### config.mk
export PLATFORM = sky130hd
export DESIGN_NAME = disk_sector_interleave_sequencer
export DESIGN_NICKNAME = d
export VERILOG_FILES = /design/src/rtl/dsis_pkg.sv /design/src/rtl/disk_sector_interleave_sequencer.sv
export SDC_FILE = /design/constraint.sdc
export NUM_CORES = 1
export LEC_CHECK = 0
export ABC_AREA = 1
export BUFFER_PORTS_ARGS = -buffer_cell sky130_fd_sc_hd__clkbuf_2
export CAP_MARGIN = 20
export CORE_ASPECT_RATIO = 1.75
export CORE_UTILIZATION = 50
export CTS_BUF_LIST = sky130_fd_sc_hd__clkbuf_8 sky130_fd_sc_hd__clkbuf_16
export CTS_CLUSTER_DIAMETER = 60
export DETAILED_ROUTE_END_ITERATION = 10
export GPL_TIMING_DRIVEN = 0
export PLACE_DENSITY_LB_ADDON = 0.1
export RECOVER_POWER = 100
export SETUP_SLACK_MARGIN = 0.3
export SLEW_MARGIN = 20
export SYNTH_ARGS = -nofsm -noshare
export SYNTH_HDL_FRONTEND = slang
export SYNTH_SLANG_ARGS = --single-unit
### constraint.sdc
create_clock -name clk -period 6.8 [get_ports clk]
set_input_delay 1.36 -clock clk [delete_from_list [all_inputs] [get_ports clk]]
set_output_delay 1.36 -clock clk [all_outputs]
set_load 0.02 [all_outputs]
### src/rtl/dsis_pkg.sv
// Shared types and constants for the zoned disk sector interleave sequencer.
package dsis_pkg;

  // Item selector codes.
  typedef enum logic [1:0] {
    CMD_SEEK = 2'd0,
    CMD_NEXT = 2'd1,
    CMD_SAVE = 2'd2
  } cmd_t;

  // Configuration register indexes.
  typedef enum logic [2:0] {
    REG_IL_ZONE0  = 3'd0,
    REG_IL_ZONE1  = 3'd1,
    REG_IL_ZONE2  = 3'd2,
    REG_IL_ZONE3  = 3'd3,
    REG_SKEW_EN   = 3'd4,
    REG_SECRST_EN = 3'd5
  } reg_idx_t;

  localparam int unsigned CFG_INDEX_W = 3;
  localparam int unsigned CFG_DATA_W  = 5;
  localparam int unsigned MAP_BITS    = 24;

  // Zone boundaries (first track of each zone) and sectors per track.
  localparam logic [5:0] ZONE1_TRACK = 6'd18;
  localparam logic [5:0] ZONE2_TRACK = 6'd25;
  localparam logic [5:0] ZONE3_TRACK = 6'd31;
  localparam logic [4:0] ZONE0_SECTORS = 5'd21;
  localparam logic [4:0] ZONE1_SECTORS = 5'd19;
  localparam logic [4:0] ZONE2_SECTORS = 5'd18;
  localparam logic [4:0] ZONE3_SECTORS = 5'd17;

  // Directory track handling and skew.
  localparam logic [5:0] DIR_TRACK        = 6'd18;
  localparam logic [7:0] DIR_SKIP_SECTORS = 8'd2;
  localparam logic [7:0] SKEW_STEP        = 8'd2;
  localparam logic [5:0] SKEW_EXTRA_TRACK = 6'd19;
  localparam logic [7:0] SKEW_EXTRA       = 8'd8;

  localparam logic [4:0] IL_ZONE0_RESET = 5'd4;
  localparam logic [4:0] IL_ZONE1_RESET = 5'd3;
  localparam logic [4:0] IL_ZONE2_RESET = 5'd3;
  localparam logic [4:0] IL_ZONE3_RESET = 5'd3;

  typedef struct packed {
    logic [1:0] cmd;
    logic [5:0] start_track;
    logic [4:0] start_sector;
    logic [4:0] start_count;
  } req_t;

  typedef struct packed {
    logic [5:0] track_out;
    logic [7:0] sector_out;
    logic [4:0] remaining_out;
    logic       track_ended;
  } rsp_t;

  typedef enum logic [7:0] {
    ST_IDLE   = 8'b0000_0001,
    ST_LOAD   = 8'b0000_0010,
    ST_STEP   = 8'b0000_0100,
    ST_SKIP   = 8'b0000_1000,
    ST_AFTER  = 8'b0001_0000,
    ST_NTRACK = 8'b0010_0000,
    ST_SKEW   = 8'b0100_0000,
    ST_DONE   = 8'b1000_0000
  } state_t;

endpackage

### src/rtl/disk_sector_interleave_sequencer.sv
// Zoned disk sector interleave sequencer: top level with its step sequencer.
//
// Usage: a request beat on req carries a command (seek, next block, next save
// block) and the seek start position. The block answers every request with
// exactly one beat on rsp giving the track and sector of the next block, the
// sectors still unused on the track and a track-ended flag. The cfg channel
// writes the interleave and skew controls; it is always ready and must only
// be used while the block is idle with no response outstanding.
// Flow: req_ready is high only in the idle state, so one request is worked
// on at a time. A next-block or save step marks the current sector used,
// advances by the interleave and, while sectors remain, skips used ones; a
// next-block step that empties the track, or finds it exhausted, then
// changes track, reloads the zone and applies the skew or sector reset. A
// seek loads the zone, then takes save-like steps until no more than the
// requested count is left. An unused selector, or a save step with nothing
// left, goes straight to the response. A single sector advance unit (add,
// wrap compare, subtract) is shared; the skip loop reuses it once per cycle.
// Reset puts the head on track 1, sector 0, zone 0, with an empty used map.
// The response sits in an output register; a new request is accepted while it
// waits, but the following response holds until rsp_ready takes the old one.
module disk_sector_interleave_sequencer (
  input  logic                                clk,
  input  logic                                rst,
  input  logic                                req_valid,
  output logic                                req_ready,
  input  dsis_pkg::req_t                      req,
  output logic                                rsp_valid,
  input  logic                                rsp_ready,
  output dsis_pkg::rsp_t                      rsp,
  input  logic                                cfg_valid,
  output logic                                cfg_ready,
  input  logic [dsis_pkg::CFG_INDEX_W-1:0]    cfg_index,
  input  logic [dsis_pkg::CFG_DATA_W-1:0]     cfg_data
);

  // Configuration registers.
  logic [4:0] interleave_zone0;
  logic [4:0] interleave_zone1;
  logic [4:0] interleave_zone2;
  logic [4:0] interleave_zone3;
  logic       skew_enable;
  logic       sector_reset_enable;

  // Head position and track state.
  logic [5:0]                   cur_track;
  logic [7:0]                   cur_sector;
  logic [4:0]                   zone_sectors;
  logic [4:0]                   zone_interleave;
  logic [dsis_pkg::MAP_BITS-1:0] used_map;
  logic [4:0]                   left_count;

  // Per-request registers.
  logic [1:0] cmd;
  logic [4:0] target;
  logic       ended;

  dsis_pkg::state_t state, state_next;

  logic       req_fire;
  logic       rsp_free;
  logic [7:0] adv_step;
  logic [7:0] adv_sum;
  logic [7:0] adv_wrap;
  logic [7:0] adv_result;
  logic       cur_in_map;
  logic       cur_used;
  logic [4:0] left_dec;
  logic [5:0] ntrack_inc;
  logic [5:0] ntrack;
  logic [7:0] ntrack_sector;
  logic [4:0] new_zone_sectors;
  logic [4:0] new_zone_interleave;
  logic [7:0] skew_a;
  logic [7:0] skew_b;
  logic [7:0] skew_sector;

  assign req_ready = (state == dsis_pkg::ST_IDLE);
  assign req_fire  = req_valid && req_ready;
  assign rsp_free  = !rsp_valid || rsp_ready;
  assign cfg_ready = 1'b1;

  // Shared sector advance unit: the step is the interleave in STEP, else one.
  assign adv_step = (state == dsis_pkg::ST_STEP) ? {3'b000, zone_interleave} : 8'd1;
  assign adv_sum  = cur_sector + adv_step;

  always_comb begin
    adv_wrap = adv_sum - {3'b000, zone_sectors};
    if (adv_sum >= {3'b000, zone_sectors}) begin
      // Zone 0 tracks lose one extra sector position on wrap.
      if (cur_track < dsis_pkg::ZONE1_TRACK && adv_wrap != 8'd0) begin
        adv_result = adv_wrap - 8'd1;
      end else begin
        adv_result = adv_wrap;
      end
    end else begin
      adv_result = adv_sum;
    end
  end

  assign cur_in_map = (cur_sector < 8'(dsis_pkg::MAP_BITS));
  assign cur_used   = cur_in_map && used_map[cur_sector[4:0]];
  assign left_dec   = left_count - 5'd1;

  // Track change, stepping over the directory track.
  always_comb begin
    ntrack_inc    = cur_track + 6'd1;
    ntrack        = ntrack_inc;
    ntrack_sector = cur_sector;
    if (ntrack_inc == dsis_pkg::DIR_TRACK) begin
      ntrack        = ntrack_inc + 6'd1;
      ntrack_sector = cur_sector + dsis_pkg::DIR_SKIP_SECTORS;
    end
  end

  // Zone lookup for the current track.
  always_comb begin
    if (cur_track < dsis_pkg::ZONE1_TRACK) begin
      new_zone_sectors    = dsis_pkg::ZONE0_SECTORS;
      new_zone_interleave = interleave_zone0;
    end else if (cur_track < dsis_pkg::ZONE2_TRACK) begin
      new_zone_sectors    = dsis_pkg::ZONE1_SECTORS;
      new_zone_interleave = interleave_zone1;
    end else if (cur_track < dsis_pkg::ZONE3_TRACK) begin
      new_zone_sectors    = dsis_pkg::ZONE2_SECTORS;
      new_zone_interleave = interleave_zone2;
    end else begin
      new_zone_sectors    = dsis_pkg::ZONE3_SECTORS;
      new_zone_interleave = interleave_zone3;
    end
  end

  // Skew after a track change; an underflow wraps back into the track.
  always_comb begin
    skew_a = cur_sector - dsis_pkg::SKEW_STEP;
    skew_b = (cur_track == dsis_pkg::SKEW_EXTRA_TRACK) ? skew_a - dsis_pkg::SKEW_EXTRA
                                                       : skew_a;
    skew_sector = skew_b[7] ? skew_b + {3'b000, zone_sectors} : skew_b;
  end

  always_comb begin
    state_next = state;
    unique case (state)
      dsis_pkg::ST_IDLE: begin
        if (req_fire) begin
          case (req.cmd)
            dsis_pkg::CMD_SEEK: state_next = dsis_pkg::ST_LOAD;
            dsis_pkg::CMD_NEXT: state_next = (left_count != 5'd0) ? dsis_pkg::ST_STEP
                                                                  : dsis_pkg::ST_NTRACK;
            dsis_pkg::CMD_SAVE: state_next = (left_count != 5'd0) ? dsis_pkg::ST_STEP
                                                                  : dsis_pkg::ST_DONE;
            default:            state_next = dsis_pkg::ST_DONE;
          endcase
        end
      end
      dsis_pkg::ST_LOAD: begin
        state_next = (cmd == dsis_pkg::CMD_NEXT) ? dsis_pkg::ST_SKEW : dsis_pkg::ST_AFTER;
      end
      dsis_pkg::ST_STEP: begin
        state_next = (left_dec != 5'd0) ? dsis_pkg::ST_SKIP : dsis_pkg::ST_AFTER;
      end
      dsis_pkg::ST_SKIP: begin
        if (!cur_used) begin
          state_next = dsis_pkg::ST_AFTER;
        end
      end
      dsis_pkg::ST_AFTER: begin
        case (cmd)
          dsis_pkg::CMD_SEEK: state_next = (left_count > target) ? dsis_pkg::ST_STEP
                                                                 : dsis_pkg::ST_DONE;
          dsis_pkg::CMD_NEXT: state_next = (left_count == 5'd0) ? dsis_pkg::ST_NTRACK
                                                                : dsis_pkg::ST_DONE;
          default:            state_next = dsis_pkg::ST_DONE;
        endcase
      end
      dsis_pkg::ST_NTRACK: state_next = dsis_pkg::ST_LOAD;
      dsis_pkg::ST_SKEW:   state_next = dsis_pkg::ST_DONE;
      dsis_pkg::ST_DONE: begin
        if (rsp_free) begin
          state_next = dsis_pkg::ST_IDLE;
        end
      end
      default: state_next = dsis_pkg::ST_IDLE;
    endcase
  end

  always_ff @(posedge clk) begin
    if (rst) begin
      state               <= dsis_pkg::ST_IDLE;
      interleave_zone0    <= dsis_pkg::IL_ZONE0_RESET;
      interleave_zone1    <= dsis_pkg::IL_ZONE1_RESET;
      interleave_zone2    <= dsis_pkg::IL_ZONE2_RESET;
      interleave_zone3    <= dsis_pkg::IL_ZONE3_RESET;
      skew_enable         <= 1'b0;
      sector_reset_enable <= 1'b0;
      cur_track           <= 6'd1;
      cur_sector          <= 8'd0;
      zone_sectors        <= dsis_pkg::ZONE0_SECTORS;
      zone_interleave     <= dsis_pkg::IL_ZONE0_RESET;
      used_map            <= '0;
      left_count          <= dsis_pkg::ZONE0_SECTORS;
      rsp_valid           <= 1'b0;
    end else begin
      state <= state_next;

      if (cfg_valid && cfg_ready) begin
        unique case (cfg_index)
          dsis_pkg::REG_IL_ZONE0:  interleave_zone0    <= cfg_data;
          dsis_pkg::REG_IL_ZONE1:  interleave_zone1    <= cfg_data;
          dsis_pkg::REG_IL_ZONE2:  interleave_zone2    <= cfg_data;
          dsis_pkg::REG_IL_ZONE3:  interleave_zone3    <= cfg_data;
          dsis_pkg::REG_SKEW_EN:   skew_enable         <= cfg_data[0];
          dsis_pkg::REG_SECRST_EN: sector_reset_enable <= cfg_data[0];
          default: ;
        endcase
      end

      // A new beat loads when the output register is free; otherwise a taken
      // beat empties it.
      if (state == dsis_pkg::ST_DONE && rsp_free) begin
        rsp_valid <= 1'b1;
      end else if (rsp_valid && rsp_ready) begin
        rsp_valid <= 1'b0;
      end

      unique case (state)
        dsis_pkg::ST_IDLE: begin
          if (req_fire && req.cmd == dsis_pkg::CMD_SEEK) begin
            cur_track  <= req.start_track;
            cur_sector <= {3'b000, req.start_sector};
          end
        end
        dsis_pkg::ST_LOAD: begin
          zone_sectors    <= new_zone_sectors;
          zone_interleave <= new_zone_interleave;
          left_count      <= new_zone_sectors;
          used_map        <= '0;
        end
        dsis_pkg::ST_STEP: begin
          if (cur_in_map) begin
            used_map[cur_sector[4:0]] <= 1'b1;
          end
          left_count <= left_dec;
          // With skew on, the last sector of a track is kept for the skew.
          if (left_dec != 5'd0 || !skew_enable) begin
            cur_sector <= adv_result;
          end
        end
        dsis_pkg::ST_SKIP: begin
          if (cur_used) begin
            cur_sector <= adv_result;
          end
        end
        dsis_pkg::ST_NTRACK: begin
          cur_track  <= ntrack;
          cur_sector <= ntrack_sector;
        end
        dsis_pkg::ST_SKEW: begin
          if (skew_enable) begin
            cur_sector <= skew_sector;
          end else if (sector_reset_enable) begin
            cur_sector <= 8'd0;
          end
        end
        default: ;
      endcase
    end
  end

  // Per-request and response payload registers.
  always_ff @(posedge clk) begin
    if (req_fire) begin
      cmd    <= req.cmd;
      target <= req.start_count;
      ended  <= 1'b0;
    end else if (state == dsis_pkg::ST_NTRACK) begin
      ended <= 1'b1;
    end else if (state == dsis_pkg::ST_AFTER && cmd == dsis_pkg::CMD_SAVE) begin
      ended <= (left_count == 5'd0);
    end

    if (state == dsis_pkg::ST_DONE && rsp_free) begin
      rsp.track_out     <= cur_track;
      rsp.sector_out    <= cur_sector;
      rsp.remaining_out <= left_count;
      rsp.track_ended   <= ended;
    end
  end

  // The count of unused sectors never exceeds the sectors on the track.
  assert property (@(posedge clk) disable iff (rst) left_count <= zone_sectors)
    else $error("left_count exceeds zone_sectors");

  // The skip loop only runs while sectors remain on the track.
  assert property (@(posedge clk) disable iff (rst)
    (state == dsis_pkg::ST_SKIP) |-> (left_count != 5'd0))
    else $error("skip loop entered with no sectors left");

  // A track change never lands on the directory track.
  assert property (@(posedge clk) disable iff (rst)
    (state == dsis_pkg::ST_LOAD && cmd == dsis_pkg::CMD_NEXT)
      |-> (cur_track != dsis_pkg::DIR_TRACK))
    else $error("track change landed on the directory track");

  // A seek never reports a finished track.
  assert property (@(posedge clk) disable iff (rst)
    (state == dsis_pkg::ST_DONE && cmd == dsis_pkg::CMD_SEEK) |-> !ended)
    else $error("seek reported track_ended");

  // An accepted seek loads the zone in the next cycle.
  assert property (@(posedge clk) disable iff (rst)
    (req_fire && req.cmd == dsis_pkg::CMD_SEEK) |=> (state == dsis_pkg::ST_LOAD))
    else $error("seek did not load the zone");

endmodule

==> results by group <==
Clock tree
  – Number of gates resized after cts: 0
  – Clock sink count: between 100 and 150
  – Post-CTS Setup Inserts: 0
  – # hold bufs at CTS: 0
  – CTS tree: yes
  – Insertion delay to the later sink of the worst-skew pair: ~0.36 ns
  – H-tree lvl count: 3
  – CTS Root Cell: clkbuf_16
  – Clk pin slew, worst setup/hold paths: 0.07 ns
  – CTS Buf Count: 9
  – Bufs on Longest Clock Path: 2

Finish
  – Ant diodes: 0
  – Fin util: between 50% and 60%
  – Share of cells above drive strength 1: around 8.4%
  – Final nets: roughly 1000
  – P&R area growth vs syn: 10.09%
  – Commonest cells after routing, fill and taps aside: 168 x nand2_1, 152 x inv_1, 100 x nor2_1
  – Post-Layout Cell Count: 1161
  – Commonest non-fill, non-tap cell in the layout: nand2_1

GRT
  – Largest net degree at the start of global routing: 21
  – Global route overflow: 0
  – Antenna violations before repair: 0
  – Vias in the first global route: about 6000
  – First-pass GRT wire length: between 20 and 30 mm
  – GRT Total Usage: between 20% and 30%

Placement
  – GPL Wtd Cong: ~0.95
  – Port Buf Inserts: 51
  – Placed insts: around 1100
  – HPWL after DPL: between 10 and 15 mm
  – Pre-CTS setup slack: roughly 2.3 ns

STA
  – Tcrit/Tclk final: 70.75%
  – Setup ws final: 1.989 ns
  – Slew HR: -30.02%
  – RSZ-0062 raised after global routing: false
  – Final setup viols: 0
  – Slew Viols, Final: 21
  – F_max: 207.9 MHz
  – Slew @ Worst Pin: between 1.5 and 2 ns
  – Post-layout min period: about 4.8 ns
  – Setup TNS: 0 ns
  – Hold Violations, Final: 0
  – Clock skew: between 0.01 and 0.015 ns

Synth
  – Avg Synthesized Cell Area: slightly above 7 µm²
  – #FFs+latches synth: between 100 and 150
  – Number of flops mapped to enable cells by yosys: 27
  – Synth Instances: around 920
  – Cell variety after synth: 53
  – Post-Syn Area: roughly 6600 µm²
  – Main synth FF type: dfxtp_1
  – Mapped Nets: approximately 990
  – FFs w/ async S/R, synth: 0%
  – Yosys warnings: 0
  – Post-synthesis sequential area ratio: a little under two fifths

Floorplanning
  – DIE AREA: around 14000 µm²
  – Core region area: about 13000 µm²
  – Die W: about 89 µm
  – Initial Utilization: 51.29%
  – Ports: between 50 and 60
  – Die Ht: 154.4 µm
  – Row count: 55

Setup path
  – Cell family with most CP delay: simple AND/OR/NAND/NOR gates
  – Worst path most repeated cell: nand2_1
  – R2R setup slack: roughly 2.0 ns
  – Crit end category: flop
  – CP bufs+invs: 4
  – CP Class: flop to flop
  – Worst setup SP type: flop
  – WP data required: 7.08 ns
  – Critical path's slowest cell: fa_1
  – Data arrival, critical path: 5.09 ns
  – Crit path max fanout: 10
  – CP max stage delay: between 0.4 and 0.5 ns

Drt
  – DR vias/cell: approximately 5.3
  – DRT Pass-1 Iters: 5
  – DRT Wirelength: 17.26 mm
  – Post-route DRC: 0
  – Initial DRC count: 380
  – Average routed wire per standard cell: 14.86 µm
  – Routed vias: 6144
  – Post-route ant nets: 0

Power and ir drop
  – Switching share of power: about a third
  – Clock network power share: 30.5%
  – Max VDD drop: about 0.00012 V
  – Seq pwr share: 44.0%
  – Leakage power total: 3.234 nW
  – Internal cell power: 1.100 mW
  – Switching power: roughly 0.57 mW
  – PD cells: between 200 and 250 nW/µm²
  – Power share of the combinational group: 25.5%

Run status
  – Outcome: finished with violations
  – Violated checks: max-capacitance violations, max-slew violations

Run
  – Max-cap viol count: 1

Min path
  – Worst min path class: flop to flop
-- state kept, by name, summed over array words and instances, names as in the netlist --
name                 cells
cmd                      2
cur_sector               8
cur_track                6
ended                    1
interleave_zone0         5
interleave_zone1         5
interleave_zone2         5
interleave_zone3         5
left_count               5
rsp                     20
rsp_valid                1
sector_reset_enable      1
skew_enable              1
state                    8
target                   5
used_map                24
zone_interleave          5
zone_sectors             3
-- cell usage after synthesis (2+ instances only) --
cell | number | share of area [%]
nand4_1 | 19 | 1.8
fa_1 | 3 | 0.91
nor2_1 | 97 | 5.5
nor2_2 | 7 | 0.66
buf_2 | 4 | 0.30
buf_4 | 2 | 0.23
ha_1 | 28 | 5.3
o21ai_1 | 3 | 0.23
nor4_1 | 6 | 0.57
nand2_2 | 12 | 1.1
nor3_1 | 14 | 1.1
nand3_1 | 68 | 5.1
o21ai_0 | 56 | 4.2
inv_2 | 9 | 0.51
clkbuf_1 | 12 | 0.68
o21bai_1 | 2 | 0.23
nand3_2 | 2 | 0.30
a31oi_1 | 16 | 1.5
o211ai_1 | 8 | 0.91
inv_1 | 150 | 8.5
a21oi_2 | 3 | 0.40
nand3b_1 | 4 | 0.45
nor2_4 | 2 | 0.34
a211oi_1 | 3 | 0.34
nand2_1 | 167 | 9.4
o22ai_1 | 11 | 1.0
xnor2_1 | 11 | 1.5
a21oi_1 | 53 | 4.0
buf_6 | 2 | 0.34
or2_2 | 2 | 0.19
nand2_4 | 3 | 0.51
edfxtp_1 | 27 | 12
o41ai_1 | 3 | 0.40
xor2_1 | 11 | 1.5
clkbuf_2 | 2 | 0.15
o2111ai_1 | 2 | 0.26
dfxtp_1 | 83 | 25
-- layout make-up --
class                   instances  area, µm²
clock buffers                   9      225.2
well taps                     171      214.0
fillers                      1318       5633
repair buffers                 51      225.2
clock inverters                 7      53.80
multi-input cells             631       3405
inverters                     160      600.6
flip-flops and latches        110       2472
plain buffers                  22      108.9
-- power by group through the flow --
stage               clock [mW]  combinational, mW  sequential, mW
finish                   0.509              0.425           0.735
global route             0.539              0.478           0.739
CTS                      0.519              0.435           0.734
detailed placement           0              0.433           0.749
global placement             0              0.428           0.749
floorplan                    0              0.317           0.749
-- logic make-up (layout without fill, tap and decap cells) --
logic type / count (synthesis) / in the layout / synth area share (%)
flip-flops: 110 / 110 / 37.26
AO/OA/AOI/OAI: 166 / 166 / 14.29
other: 1 / 1 / 0.05652
XOR/XNOR: 22 / 22 / 2.904
adder cells (fa/ha/maj): 31 / 31 / 6.185
buffers and inverters: 182 / 249 / 10.75
AND/OR/NAND/NOR: 411 / 411 / 28.55
-- path summary, 6_finish.rpt --
path,start,endpoint,cells past startpoint
hold reg to reg,cur_sector[5]$_SDFFE_PP0P_,rsp[11]$_DFFE_PP_,0
setup reg to reg,state[6]$_SDFFE_PP0P_,cur_sector[7]$_SDFFE_PP0P_,27
hold / removal,cur_sector[5]$_SDFFE_PP0P_,rsp[11]$_DFFE_PP_,0
setup / recovery,state[6]$_SDFFE_PP0P_,cur_sector[7]$_SDFFE_PP0P_,27
-- routing by layer --
metal  share of wire [%]  global-route usage [%]  vias to the layer above
met3                 2.9                   3.522                       51
li1                    -                       -                     3160
met4                 4.4                   13.91                        0
met1                  39                   27.63                     2797
met5                   0                       0                        -
met2                  54                   48.60                      136
-- metrics by stage --
stage	cell area, µm²	hold WS (ns)	power, mW
after floorplan	6635	0.4029	1.066
after global placement	7104	0.4074	1.177
after detailed placement	7112	0.4148	1.182
after CTS	7391	0.4335	1.688
after global routing	7305	0.4447	1.756
final	7305	0.4310	1.668
(Power assumes the default switching activity.)
